File: src/rtl/rwns_ram.sv
// Generic single-write, single-read synchronous RAM with registered read data.
// Depends on nothing.
`default_nettype none
module rwns_ram #(
  parameter int unsigned Width = 8,
  parameter int unsigned Depth = 16
) (
  input  wire                     clk_i,
  input  wire                     we_i,
  input  wire [$clog2(Depth)-1:0] waddr_i,
  input  wire [Width-1:0]         wdata_i,
  input  wire [$clog2(Depth)-1:0] raddr_i,
  output logic [Width-1:0]        rdata_o
);
  logic [Width-1:0] mem_q [Depth];

  always_ff @(posedge clk_i) begin
    if (we_i) begin
      mem_q[waddr_i] <= wdata_i;
    end
    rdata_o <= mem_q[raddr_i];
  end
endmodule
`default_nettype wire

File: config.mk
export PLATFORM = sky130hd
export DESIGN_NAME = rwns_ram
export DESIGN_NICKNAME = d
export VERILOG_FILES = /design/src/rtl/rwns_ram.sv
export SDC_FILE = /design/constraint.sdc
export NUM_CORES = 1
export LEC_CHECK = 0
export ABC_AREA = 1
export BUFFER_PORTS_ARGS = -buffer_cell sky130_fd_sc_hd__buf_4
export CAP_MARGIN = 25
export CORE_MARGIN = 4
export CORE_UTILIZATION = 55
export DETAILED_ROUTE_END_ITERATION = 8
export GPL_TIMING_DRIVEN = 1
export PLACE_DENSITY_LB_ADDON = 0.05
export SLEW_MARGIN = 40
export SYNTH_ARGS = -nofsm -noshare
export SYNTH_HDL_FRONTEND = slang
export SYNTH_SLANG_ARGS = --single-unit
File: constraint.sdc
create_clock -name clk_i -period 1.07 [get_ports clk_i]
set_input_delay 0.214 -clock clk_i [delete_from_list [all_inputs] [get_ports clk_i]]
set_output_delay 0.214 -clock clk_i [all_outputs]
set_load 0.01 [all_outputs]
==> impl_metrics.csv <==
group,metric,value,unit
status,status,"finished, violations left",
status,violations,"negative setup slack",
place,place_ws,-207.5,ps
final_layout,antenna_cells,0,
detailed_routing,drc_errors,0,
critical_path,cpMaxStageDelayCell,"dfxtp_4",
synth,syn-cell-area,5767,um^2
sta,setup-tns-final,-884.0,ps
power,p_total,12.41,mW
sta,fin_crit,1210,ps
power,p_sw_frac,0.2107,
grt,grt_max_degree,60,
final_layout,mostFrequentLayoutCell,"nand2_1",
detailed_routing,firstDrtPassIters,5,
grt,gr-usage-all-layers,0.2337,
floorplanning,core,10280,um^2
clocking,cts_num_sinks,136,
final_layout,drive_above_1_share,0.1593,
power,power_density,1786,nW/um^2
power,p_int,9.797,mW
critical_path,start_kind,"flop",
synth,synth_top_area_share,0.6665,
synth,synth_xor_area_frac,0,
critical_path,cp.arrival,1000,ps
clocking,clk_pin_slew,60,ps
grt,grt_overflow,0,
detailed_routing,drtAntennaViolNets,0,
synth,synth_nets,569,
sta,rsz0062_at_grt,"yes",
sta,layout_setup_ws,-140.4,ps
synth,synth_area_leaders,"edfxtp_1 67%, nand2_1 11%, nand3_1 8.4%",
power,vdd_ir_drop_max,0.001117,V
critical_path,worstRegToRegCells,6,
grt,grt_pass1_vias,3620,
worst_hold_path,hp-class,"input pin to flop",
detailed_routing,wl_per_cell,17.16,um
floorplanning,initial_utilization,0.5611,
power,p_comb_frac,0.068,
clocking,clk_latency,520,ps
synth,seq_area_frac_synth,0.6943,
place,portBuffers,25,
critical_path,worstPathRequired,860,ps
floorplanning,die_x,110.4,um
critical_path,path_delay_family,"flip-flops",
synth,synth_top_family_by_area,"simple AND/OR/NAND/NOR gates",
sta,slew_headroom,0.7967,
sta,hold_viol_final,0,
critical_path,r2r_end,"rdata_o[7]",
critical_path,critPathKind,"flop to output port",
detailed_routing,vias_per_cell,5.096,
clocking,numCtsBuffers,17,
sta,tightest_slew,304.6,ps
detailed_routing,drt_iter0_markers,263,
detailed_routing,vias,3827,
grt,met1_usage,0.3232,
final_layout,final_cell_mix,"173 x nand2_1, 128 x edfxtp_1, 100 x inv_1, 97 x nand3_1, 37 x buf_4",
place,hpwl,8169,um
critical_path,crit_path_max_incr_delay,360,ps
final_layout,area_growth,20.48,%
grt,antenna_found_initial,0,
worst_hold_path,hold_start,"raddr_i[3]",
worst_hold_path,hold_end,"rdata_o[2]",
worst_hold_path,holdPathStages,3,
sta,fin_hold_ws,17.89,ps
synth,synthCells,551,
clocking,htree_levels,4,
power,power_frac_seq,0.485,
critical_path,cp.buffers_inverters,1,
grt,met3_usage,0.07105,
sta,timing.final.crit_share,1.131,
final_layout,register_area,4019,um^2
synth,ys_ff_latch,136,
sta,fin_skew,5.297,ps
place,dp.cells,719,
final_layout,nNetsFinal,620,
floorplanning,die_h,110.4,um
grt,gr-usage-met2,0.3475,
sta,setup_viol,8,
synth,synthSimpleGateAreaFrac,0.2105,
synth,yosysUniqueCellTypes,12,
clocking,cts_max_path_buffers,2,
synth,syn_avg_cell_area,10.47,um^2
clocking,cts_tree,"built",
grt,top_usage_layer,"met2",
final_layout,multi_input_area,1229,um^2
synth,synth.mux.area_fraction,0,
job,maxCapViolations,0,
sta,clock.fmax,0.8262,GHz
synth,synth_fa_ha_area_frac,0,
synth,synth_compound_area_frac,0,
critical_path,crit_fanout,1,
critical_path,end_kind,"output port",
floorplanning,rows,37,
power,p_clk_frac,0.447,
grt,grt_pass1_wl,20000,um
sta,final_max_slew_viol_count,0,
power,p_leak,3.024,nW
synth,ys_warn_count,0,
power,switching_power,2.615,mW
synth,yosysTopAreaCell,"edfxtp_1",
place,gp_congestion,0.8336,
final_layout,final_cells,751,
final_layout,fill_cells,810,
critical_path,rr_startpoint,"mem_q[8][7]",
critical_path,crit_chain,"buf_6",
critical_path,r2r_slack,80,ps
clocking,root_buffer,"clkbuf_8",
floorplanning,io_pins,26,
floorplanning,die-area,12190,um^2
detailed_routing,routed_wl,12880,um
[worst register-to-register path: stages, from the launching register on]
cell	delay (ps)
edfxtp_1	360
inv_1	70
nand2_1	50
nand3_1	90
nand3_1	110
nand3_1	120
nand2_1	70
[worst max-delay path by stage]
| stage | from | endpoint | slack (ps) | cells past startpoint |
|---|---|---|---|---|
| floorplan | waddr_i[2] | mem_q[10][0] | -90 | 2 |
| global placement | raddr_i[0] | rdata_o[1] | -210 | 8 |
| detailed placement | raddr_i[0] | rdata_o[1] | -210 | 8 |
| CTS | rdata_o[1] | rdata_o[1] | -160 | 1 |
| global route | rdata_o[1] | rdata_o[1] | -170 | 1 |
| finish | rdata_o[1] | rdata_o[1] | -140 | 1 |
[registers in the layout (all words and copies together), names as in the netlist]
signal / flops
rdata_o: 8
mem_q: 128
[power by group through the flow]
| stage | clock (mW) | sequential (mW) | combinational [mW] |
|---|---|---|---|
| 6_report | 5.55 | 6.02 | 0.849 |
| 5_1_grt | 5.86 | 6.02 | 0.941 |
| 4_1_cts | 5.61 | 6.02 | 0.857 |
| 3_5_place_dp | 0 | 6.11 | 0.833 |
| 3_3_place_gp | 0 | 6.11 | 0.824 |
| 2_1_floorplan | 0 | 6.11 | 0.424 |
[layer usage]
layer	vias to the layer above	routed length, um	part of all wire
li1	1879	-	-
met1	1793	5743	0.45
met2	130	6015	0.47
met3	25	791	0.061
met4	0	333	0.026
met5	-	0	0
[logic make-up (layout without fill, tap and decap cells)]
| kind of cell | Yosys count | after routing |
|---|---|---|
| flip-flops | 136 | 136 |
| buffers and inverters | 126 | 190 |
| AND/OR/NAND/NOR | 289 | 289 |
[area by class of cell]
cell class / count / area share
clock buffers: 21 / 0.06177
flip-flops and latches: 136 / 0.5784
well taps: 136 / 0.02449
clock inverters: 11 / 0.01873
repair buffers: 56 / 0.08464
inverters: 102 / 0.05511
multi-input cells: 289 / 0.1768
[what timing repair did]
| action | in CTS | in global routing |
|---|---|---|
| resized for setup | 17 | 1 |
| hold buffers | 0 | 0 |
| setup buffers | 0 | 0 |
| setup endpoints to repair | 8 | 8 |
| cloned | 0 | 0 |
[cells in the mapped netlist]
cell	number
buf_1	1
buf_6	6
inv_1	100
nand3_1	97
nand2_1	173
nand3b_1	2
buf_2	13
inv_2	2
nor2_1	17
dfxtp_1	8
edfxtp_1	128
buf_4	4
[metrics by stage]
| step | area [um^2] | util |
|---|---|---|
| 4_1_cts | 6947 | 0.6759 |
| 6_report | 6948 | 0.6760 |
| 3_5_place_dp | 6344 | 0.6172 |
| 3_3_place_gp | 6344 | 0.6172 |
| 5_1_grt | 6948 | 0.6760 |
| 2_1_floorplan | 5782 | - |
(Power assumes the default switching activity.)
